[src/spectral_field_mode_advance_defines.svh]
// Assertion macros for the spectral field mode advance RTL.
`ifndef SPECTRAL_FIELD_MODE_ADVANCE_DEFINES_SVH
`define SPECTRAL_FIELD_MODE_ADVANCE_DEFINES_SVH

// Check a property on every clock edge outside reset.
`define SFMA_ASSERT(lbl, prop, msg) \
  lbl: assert property (@(posedge clk) disable iff (rst) prop) else $error(msg);

// Check a property on every clock edge, reset included.
`define SFMA_ASSERT_RST(lbl, prop, msg) \
  lbl: assert property (@(posedge clk) prop) else $error(msg);

`endif

[src/sfma_pkg.sv]
`timescale 1ns / 1ps
// Shared types, constants and fixed-point helpers of the spectral field mode advance block.
package sfma_pkg;

  localparam int GRID_CELLS = 1024;
  localparam int MODE_COUNT = GRID_CELLS / 2 + 1;
  localparam int ADDR_W     = $clog2(MODE_COUNT);
  localparam int MODE_W     = 11;
  localparam int DATA_W     = 32;
  localparam int CFG_W      = 31;
  localparam int CFG_IDX_W  = 2;
  localparam int K_W        = MODE_W + CFG_W;
  localparam int PROD_W     = 2 * CFG_W;
  localparam int MUL_W      = 2 * DATA_W;
  localparam int RND_W      = MUL_W - 16;
  localparam int SUM_W      = RND_W + 2;
  localparam int NUM_W      = DATA_W + 16;
  localparam int DIV_CNT_W  = $clog2(NUM_W);
  localparam int QDEPTH     = 2;
  localparam int QPTR_W     = $clog2(QDEPTH);
  localparam int QCNT_W     = $clog2(QDEPTH + 1);
  localparam int FLD_N      = 8;

  localparam logic [CFG_W-1:0] TIME_STEP_RST            = 31'd6554;
  localparam logic [CFG_W-1:0] WAVENUMBER_STEP_RST      = 31'd402;
  localparam logic [CFG_W-1:0] LONG_WAVENUMBER_STEP_RST = 31'd201;

  localparam logic [CFG_IDX_W-1:0] REG_TIME_STEP            = 2'd0;
  localparam logic [CFG_IDX_W-1:0] REG_WAVENUMBER_STEP      = 2'd1;
  localparam logic [CFG_IDX_W-1:0] REG_LONG_WAVENUMBER_STEP = 2'd2;

  // Field slots of one stored mode word
  localparam int F_EYR = 0;
  localparam int F_EYI = 1;
  localparam int F_EZR = 2;
  localparam int F_EZI = 3;
  localparam int F_BYR = 4;
  localparam int F_BYI = 5;
  localparam int F_BZR = 6;
  localparam int F_BZI = 7;

  typedef enum logic [1:0] {
    KIND_TRANS,
    KIND_LONG,
    KIND_ZERO,
    KIND_ERR
  } kind_t;

  typedef struct packed {
    kind_t                    kind;
    logic [MODE_W-1:0]        mode;
    logic signed [DATA_W-1:0] jyr;
    logic signed [DATA_W-1:0] jyi;
    logic signed [DATA_W-1:0] jzr;
    logic signed [DATA_W-1:0] jzi;
    logic signed [DATA_W-1:0] rho_re;
    logic signed [DATA_W-1:0] rho_im;
  } item_t;

  typedef struct packed {
    logic [MODE_W-1:0]            mode;
    logic [FLD_N-1:0][DATA_W-1:0] fld;
    logic [DATA_W-1:0]            elx_re;
    logic [DATA_W-1:0]            elx_im;
    logic                         err;
  } result_t;

  // Q16.16 product rounding: floor((p + 2^15) / 2^16)
  function automatic logic signed [RND_W-1:0] rnd_q16(input logic signed [MUL_W-1:0] p);
    logic signed [MUL_W-1:0] t;
    t = p + $signed(MUL_W'(32768));
    return $signed(t[MUL_W-1:16]);
  endfunction

  // Saturate a wide signed sum to 32 bits
  function automatic logic [DATA_W-1:0] sat32(input logic signed [SUM_W-1:0] v);
    logic [DATA_W-1:0] r;
    if (v[SUM_W-1] && !(&v[SUM_W-2:DATA_W-1])) begin
      r = {1'b1, {(DATA_W-1){1'b0}}};
    end else if (!v[SUM_W-1] && (|v[SUM_W-2:DATA_W-1])) begin
      r = {1'b0, {(DATA_W-1){1'b1}}};
    end else begin
      r = v[DATA_W-1:0];
    end
    return r;
  endfunction

endpackage

[src/sfma_front.sv]
`timescale 1ns / 1ps
// Input side: accept items, classify them, and hold them in a short queue.
module sfma_front
  import sfma_pkg::*;
(
  input  logic                     clk,
  input  logic                     rst,
  input  logic                     in_valid,
  output logic                     in_stall,
  input  logic                     req_type,
  input  logic [MODE_W-1:0]        mode_index,
  input  logic signed [DATA_W-1:0] cur_y_re,
  input  logic signed [DATA_W-1:0] cur_y_im,
  input  logic signed [DATA_W-1:0] cur_z_re,
  input  logic signed [DATA_W-1:0] cur_z_im,
  input  logic signed [DATA_W-1:0] rho_re,
  input  logic signed [DATA_W-1:0] rho_im,
  input  logic                     clearing,
  input  logic                     q_pop,
  output logic                     q_not_empty,
  output item_t                    q_head
);

  item_t             qbuf [QDEPTH];
  item_t             new_item;
  logic [QPTR_W-1:0] wr_ptr;
  logic [QPTR_W-1:0] rd_ptr;
  logic [QCNT_W-1:0] count;
  logic              push;

  assign in_stall    = clearing || (count == QCNT_W'(QDEPTH));
  assign push        = in_valid && !in_stall;
  assign q_not_empty = count != '0;
  assign q_head      = qbuf[rd_ptr];

  always_comb begin
    new_item.mode   = mode_index;
    new_item.jyr    = cur_y_re;
    new_item.jyi    = cur_y_im;
    new_item.jzr    = cur_z_re;
    new_item.jzi    = cur_z_im;
    new_item.rho_re = rho_re;
    new_item.rho_im = rho_im;
    if (!req_type) begin
      new_item.kind = (mode_index >= MODE_W'(MODE_COUNT)) ? KIND_ERR : KIND_TRANS;
    end else if (mode_index > MODE_W'(GRID_CELLS)) begin
      new_item.kind = KIND_ERR;
    end else if (mode_index == '0) begin
      new_item.kind = KIND_ZERO;
    end else begin
      new_item.kind = KIND_LONG;
    end
  end

  always_ff @(posedge clk) begin
    if (rst) begin
      wr_ptr <= '0;
      rd_ptr <= '0;
      count  <= '0;
    end else begin
      if (push) begin
        qbuf[wr_ptr] <= new_item;
        wr_ptr <= (wr_ptr == QPTR_W'(QDEPTH - 1)) ? '0 : wr_ptr + 1'b1;
      end
      if (q_pop) begin
        rd_ptr <= (rd_ptr == QPTR_W'(QDEPTH - 1)) ? '0 : rd_ptr + 1'b1;
      end
      count <= count + QCNT_W'(push) - QCNT_W'(q_pop);
    end
  end

endmodule

[config.mk]
export PLATFORM = sky130hd
export DESIGN_NAME = sfma_front
export DESIGN_NICKNAME = d
export VERILOG_FILES = /design/src/spectral_field_mode_advance_defines.svh /design/src/sfma_pkg.sv /design/src/sfma_front.sv
export SDC_FILE = /design/constraint.sdc
export NUM_CORES = 1
export LEC_CHECK = 0
export ABC_AREA = 1
export BUFFER_PORTS_ARGS = -buffer_cell sky130_fd_sc_hd__buf_2
export CAP_MARGIN = 20
export CORE_UTILIZATION = 30
export DETAILED_ROUTE_END_ITERATION = 8
export PLACE_DENSITY = 0.49
export SLEW_MARGIN = 20
export SYNTH_ARGS = -nofsm -noshare
export SYNTH_HDL_FRONTEND = slang
export SYNTH_SLANG_ARGS = --single-unit
[constraint.sdc]
create_clock -name clk -period 35.9 [get_ports clk]
set_clock_uncertainty 0.05 [all_clocks]
set_input_delay 3.59 -clock clk [delete_from_list [all_inputs] [get_ports clk]]
set_output_delay 3.59 -clock clk [all_outputs]
set_load 0.02 [all_outputs]
After elaboration in Yosys (flattened, before gate mapping)
Memories as Yosys holds them, arrays and structs flattened. A register that Yosys moved wholly into a read port is not among the register bits.
Index checks and enable logic that the tools add are counted.
- reductions and logical operators: 5
- magnitude comparators: 2
- shift operators: 0
- eq/ne operators: 1
- add/sub/neg operators: 4
- div/mod/pow operators: 0
- bitwise gates (word level): 0
- multiplexer cells: 11
- multipliers: 0
- operators with widths (cell ; count):
    11-bit by 10-bit >= comparator with 1-bit output, second input constant ; 1
    11-bit > comparator, second input constant ; 1
    11-bit zero test ; 1
    2-bit two-way mux ; 4
    1-bit two-way mux ; 7
    1-bit adder, second input constant ; 2
    2-bit by 1-bit adder with 2-bit output ; 1
    2-bit == test, second input constant ; 1
    2-bit nonzero test ; 1
    2-bit by 1-bit subtractor with 2-bit output ; 1
    1-bit logical AND ; 1
    1-bit zero test ; 1
    1-bit logical OR ; 1
- bits in latches: 0
- input bits: 209
- RAM bits: 410
- register bits: 4
- memory bits (read-only): 0
- memories: 1
- memories (name ; depth ; width ; read ports ; clocked after memory_dff ; write ports ; RTL line ; source):
    qbuf ; 2 ; 205 ; 1 ; 1 ; 1 ; sfma_front.sv:24 ; item_t qbuf [QDEPTH];

Longest topological paths before layout
- depth in word-level cells: 7
- gate-level depth with buffers: 9
- mapped depth without buffers: 9

Worst setup path before layout
No wires, ideal clock.
- path type: input-to-reg
- start: input port clearing
- end: memory qbuf[1][0] in the netlist's numbering (enable)
- library setup time: 1.021 ns
- arrival time: 17.584 ns
- buffers on the path: 0
- slack: 17.245 ns
- stages on the path: 3
- cells stage by stage: inv_1 nand3_1 nor3_1
- cells in the longest elaborated chain, start to end: 6
- RTL lines (item ; RTL line ; source):
    start: declaration ; sfma_front.sv:18 ; input logic clearing,
    1-bit logical OR ; sfma_front.sv:31 ; assign in_stall = clearing || (count == QCNT_W'(QDEPTH));
    1-bit zero test ; sfma_front.sv:32 ; assign push = in_valid && !in_stall;
    1-bit logical AND ; sfma_front.sv:32 ;
    1-bit two-way mux ; sfma_front.sv:61 ; if (push) begin
    1-bit two-way mux ; sfma_front.sv:56 ; if (rst) begin
    1-bit two-way mux (not written as such) ; sfma_front.sv:62 ; qbuf[wr_ptr] <= new_item;
    end: declaration ; sfma_front.sv:24 ;
Every way passes these cells.

Worst setup path in the final report
- start: input port clearing
- end: output port in_stall
- cells in the longest elaborated chain, start to end: 1
- RTL lines (item ; RTL line ; source):
    1-bit logical OR ; sfma_front.sv:31 ;
    end: declaration ; sfma_front.sv:9 ; output logic in_stall,
Every way passes these cells.

==> results.json <==
{
  "hold-worst-slack_ns": 0.421,
  "clock_path_buffers": 3,
  "cp_num_cells": 4,
  "multiInputGateArea_sq_um": 3110,
  "dr_total_vias": 7903,
  "antenna_violations_before_repair": 7,
  "setup_tns_final_ns": 0,
  "cts.repair.resized": 0,
  "highest_net_fanout_along_the_worst_path": 3,
  "layout_worst_path_cycle_share": 0.213,
  "hpwl_um": 23000,
  "sequential_cell_area_sq_um": 12400,
  "final_hold_viol_count": 0,
  "crit_top_cell": "sky130_fd_sc_hd__buf_2",
  "starting_utilization_of_the_core_area": 0.306,
  "setup_viol": 0,
  "finalNetCount": 1366,
  "grt_first_pass_wirelength_um": 50300,
  "cts.htree.levels": 2,
  "power_uw": 1130,
  "synth_fp_nets": 917,
  "number_of_global_route_vias_before_repair": 8338,
  "die_height_um": 231,
  "insertion_delay_to_the_later_sink_of_the_worst_skew_pair_ns": 0.56,
  "postCtsHoldBufs": 0,
  "syn_area_per_cell_sq_um": 22.4,
  "clkSinkCount": 415,
  "max-slew-margin-rel": 0.328,
  "layout.core_utilization": 0.390,
  "timing.critical_path.cells": "buf_2 > inv_1 > nand2_1 > buf_2",
  "critPathBufInv": 3,
  "yosysSeqAreaShare": 0.786,
  "gr_overflow_total": 0,
  "finalWeightedCongestion": 0.727,
  "clk_pin_slew_ns": 0.06,
  "cap_violations": 0,
  "worstReg2RegEnd": "qbuf[0][64]",
  "synth_cell_type_count": 18,
  "gr-usage-all-layers": 0.125,
  "report.final.slew_viol_count": 0,
  "ys_ff_latch": 415,
  "arrival_ns": 3.99,
  "die-area_sq_um": 53600,
  "post_route_antenna_net_violation_count": 0,
  "io_buffers": 415,
  "preCtsSetupSlack_ns": 28.26,
  "setup_repair_after_global_routing_missed_its_margin": "no",
  "fraction_of_layout_instances_using_a_drive_strength_above_1": 0.585,
  "post_route_drc_violation_count": 0,
  "reg2reg_depth": 6,
  "area_added_between_synthesis_and_finish_pct": 27.3,
  "power_density_nw_per_um2": 56.4,
  "cp.required_ns": 32.26,
  "vdd_drop_max_v": 0.0000498,
  "finalWirelength_um": 34500,
  "critical-path-slowest-cell": "sky130_fd_sc_hd__buf_2",
  "cts.root.buffer_cell": "sky130_fd_sc_hd__clkbuf_16",
  "worst_path_largest_cell_delay_ns": 0.16,
  "cts_inserted_buffers": 46,
  "fmax_ghz": 0.131,
  "worst_slew_pin_slew_ns": 1.01,
  "yosys_warnings": 0,
  "critical_path.reg2reg.startpoint": "count[0]",
  "worst_setup_path_startpoint": "clearing",
  "die_width_um": 231,
  "drt_first_pass_iters": 4,
  "critPathCapture": "in_stall",
  "holdCritPathClass": "reg2reg",
  "site_row_count": 83,
  "floorplan.io_pins": 416,
  "netlist_area_sq_um": 15800,
  "cts_setup_buffers": 0,
  "tritoncts": "built",
  "p_leak_uw": 0.00768,
  "postSynthCellCount": 706,
  "crit_type": "in2out",
  "timing.final.crit_period_ns": 7.63,
  "grt_start_max_net_pins": 118,
  "wl_per_cell_um": 18.4,
  "regToRegSetupSlack_ns": 32.41,
  "routed_via_density": 4.22,
  "core_area_sq_um": 51600,
  "detailedRoute.firstIterationViolations": 261,
  "startpoint_type": "input pin",
  "run_status": "completed",
  "cpLargestDelayFamily": "buffers and inverters",
  "fill_cells": 4828,
  "crit_path_end_kind": "output port",
  "fin_ws_ns": 28.27
}
[power by group]
group	switching, uW	total [uW]	internal [uW]
Sequential	5.75	553	547
Combinational	62.3	113	51.1
Clock	183	467	284
[cells by family (layout without fill, tap and decap cells)]
| group | Yosys count | after routing | share of synthesized area |
|---|---|---|---|
| and+or+nand+nor | 41 | 41 | 0.0107 |
| adders and majority gates | 2 | 2 | 0.00158 |
| AOI/OAI and AO/OA | 3 | 3 | 0.000950 |
| muxes | 205 | 205 | 0.182 |
| DFF | 415 | 415 | 0.786 |
| xor gates and xnor gates | 2 | 2 | 0.00111 |
| buffers and inverters | 38 | 523 | 0.0180 |
| other | 0 | 3 | 0 |
[Yosys cell counts]
cell	count	share of area
sky130_fd_sc_hd__buf_6	18	0.013
sky130_fd_sc_hd__nand3_1	4	0.0013
sky130_fd_sc_hd__nand4_1	1	0.00040
sky130_fd_sc_hd__edfxtp_1	410	0.78
sky130_fd_sc_hd__dfxtp_1	5	0.0063
sky130_fd_sc_hd__inv_1	15	0.0036
sky130_fd_sc_hd__xnor2_1	2	0.0011
sky130_fd_sc_hd__mux2_2	55	0.039
sky130_fd_sc_hd__nor3b_1	1	0.00048
sky130_fd_sc_hd__buf_2	5	0.0016
sky130_fd_sc_hd__mux2_4	150	0.14
sky130_fd_sc_hd__a21oi_1	2	0.00063
sky130_fd_sc_hd__ha_1	2	0.0016
sky130_fd_sc_hd__nor2_1	13	0.0031
sky130_fd_sc_hd__nor3_1	1	0.00032
sky130_fd_sc_hd__nand2_1	20	0.0048
sky130_fd_sc_hd__or2_2	1	0.00040
sky130_fd_sc_hd__o21ai_0	1	0.00032
[layout make-up]
class	instances	share of cell area
Inverter	15	0.00280
Antenna cell	3	0.000373
Sequential cell	415	0.617
Multi-Input combinational cell	253	0.155
Tap cell	680	0.0423
Clock inverter	17	0.00921
Timing Repair Buffer	424	0.107
Clock buffer	67	0.0658
[worst min-delay path by stage]
stage            from     end  slack [ns]  cells after the start
2_1_floorplan  wr_ptr  wr_ptr        0.38                      2
3_3_place_gp   wr_ptr  wr_ptr        0.40                      2
3_5_place_dp   wr_ptr  wr_ptr        0.42                      2
4_1_cts        wr_ptr  wr_ptr        0.43                      2
5_1_grt        wr_ptr  wr_ptr        0.45                      2
6_report       wr_ptr  wr_ptr        0.42                      2
[worst min-delay path, cell delays in order, from the launching register on]
cell and delay (ns):
sky130_fd_sc_hd__dfxtp_1 0.31, sky130_fd_sc_hd__nand2_1 0.06, sky130_fd_sc_hd__a21oi_1 0.05
[metrics by stage]
| stage | cell area [sq um] | instances |
|---|---|---|
| finish | 20100 | 1874 |
| global route | 20100 | 1872 |
| CTS | 20100 | 1871 |
| detailed placement | 18600 | 1787 |
| global placement | 18600 | 1787 |
| floorplan | 15800 | 706 |
[layer usage]
layer	track usage	part of all wire
met1	0.145	0.40
met3	0.0468	0.081
met2	0.210	0.50
met4	0.0410	0.022
met5	0	0.0013
[registers in the layout, indices dropped and copies added, names as in the netlist, named ones only]
name / count
rd_ptr: 1
qbuf: 410
count: 2
wr_ptr: 1
[placed cells by master (no fill, tap or decap), types with 2 or more instances in the layout]
cell,Yosys,routed
sky130_fd_sc_hd__clkbuf_8,0,3
sky130_fd_sc_hd__ha_1,2,2
sky130_fd_sc_hd__inv_1,15,15
sky130_fd_sc_hd__clkinv_2,0,6
sky130_fd_sc_hd__clkbuf_16,0,49
sky130_fd_sc_hd__buf_2,5,415
sky130_fd_sc_hd__nor2_1,13,12
sky130_fd_sc_hd__clkbuf_1,0,15
sky130_fd_sc_hd__dfxtp_1,5,4
sky130_fd_sc_hd__bufinv_16,0,4
sky130_fd_sc_hd__edfxtp_1,410,410
sky130_fd_sc_hd__diode_2,0,3
sky130_fd_sc_hd__clkinv_1,0,5
sky130_fd_sc_hd__xnor2_1,2,2
sky130_fd_sc_hd__buf_4,0,8
sky130_fd_sc_hd__mux2_2,55,55
sky130_fd_sc_hd__a21oi_1,2,2
sky130_fd_sc_hd__nand3_1,4,4
sky130_fd_sc_hd__mux2_4,150,150
sky130_fd_sc_hd__nand2_1,20,20
Power figures use the tool's default switching activity.
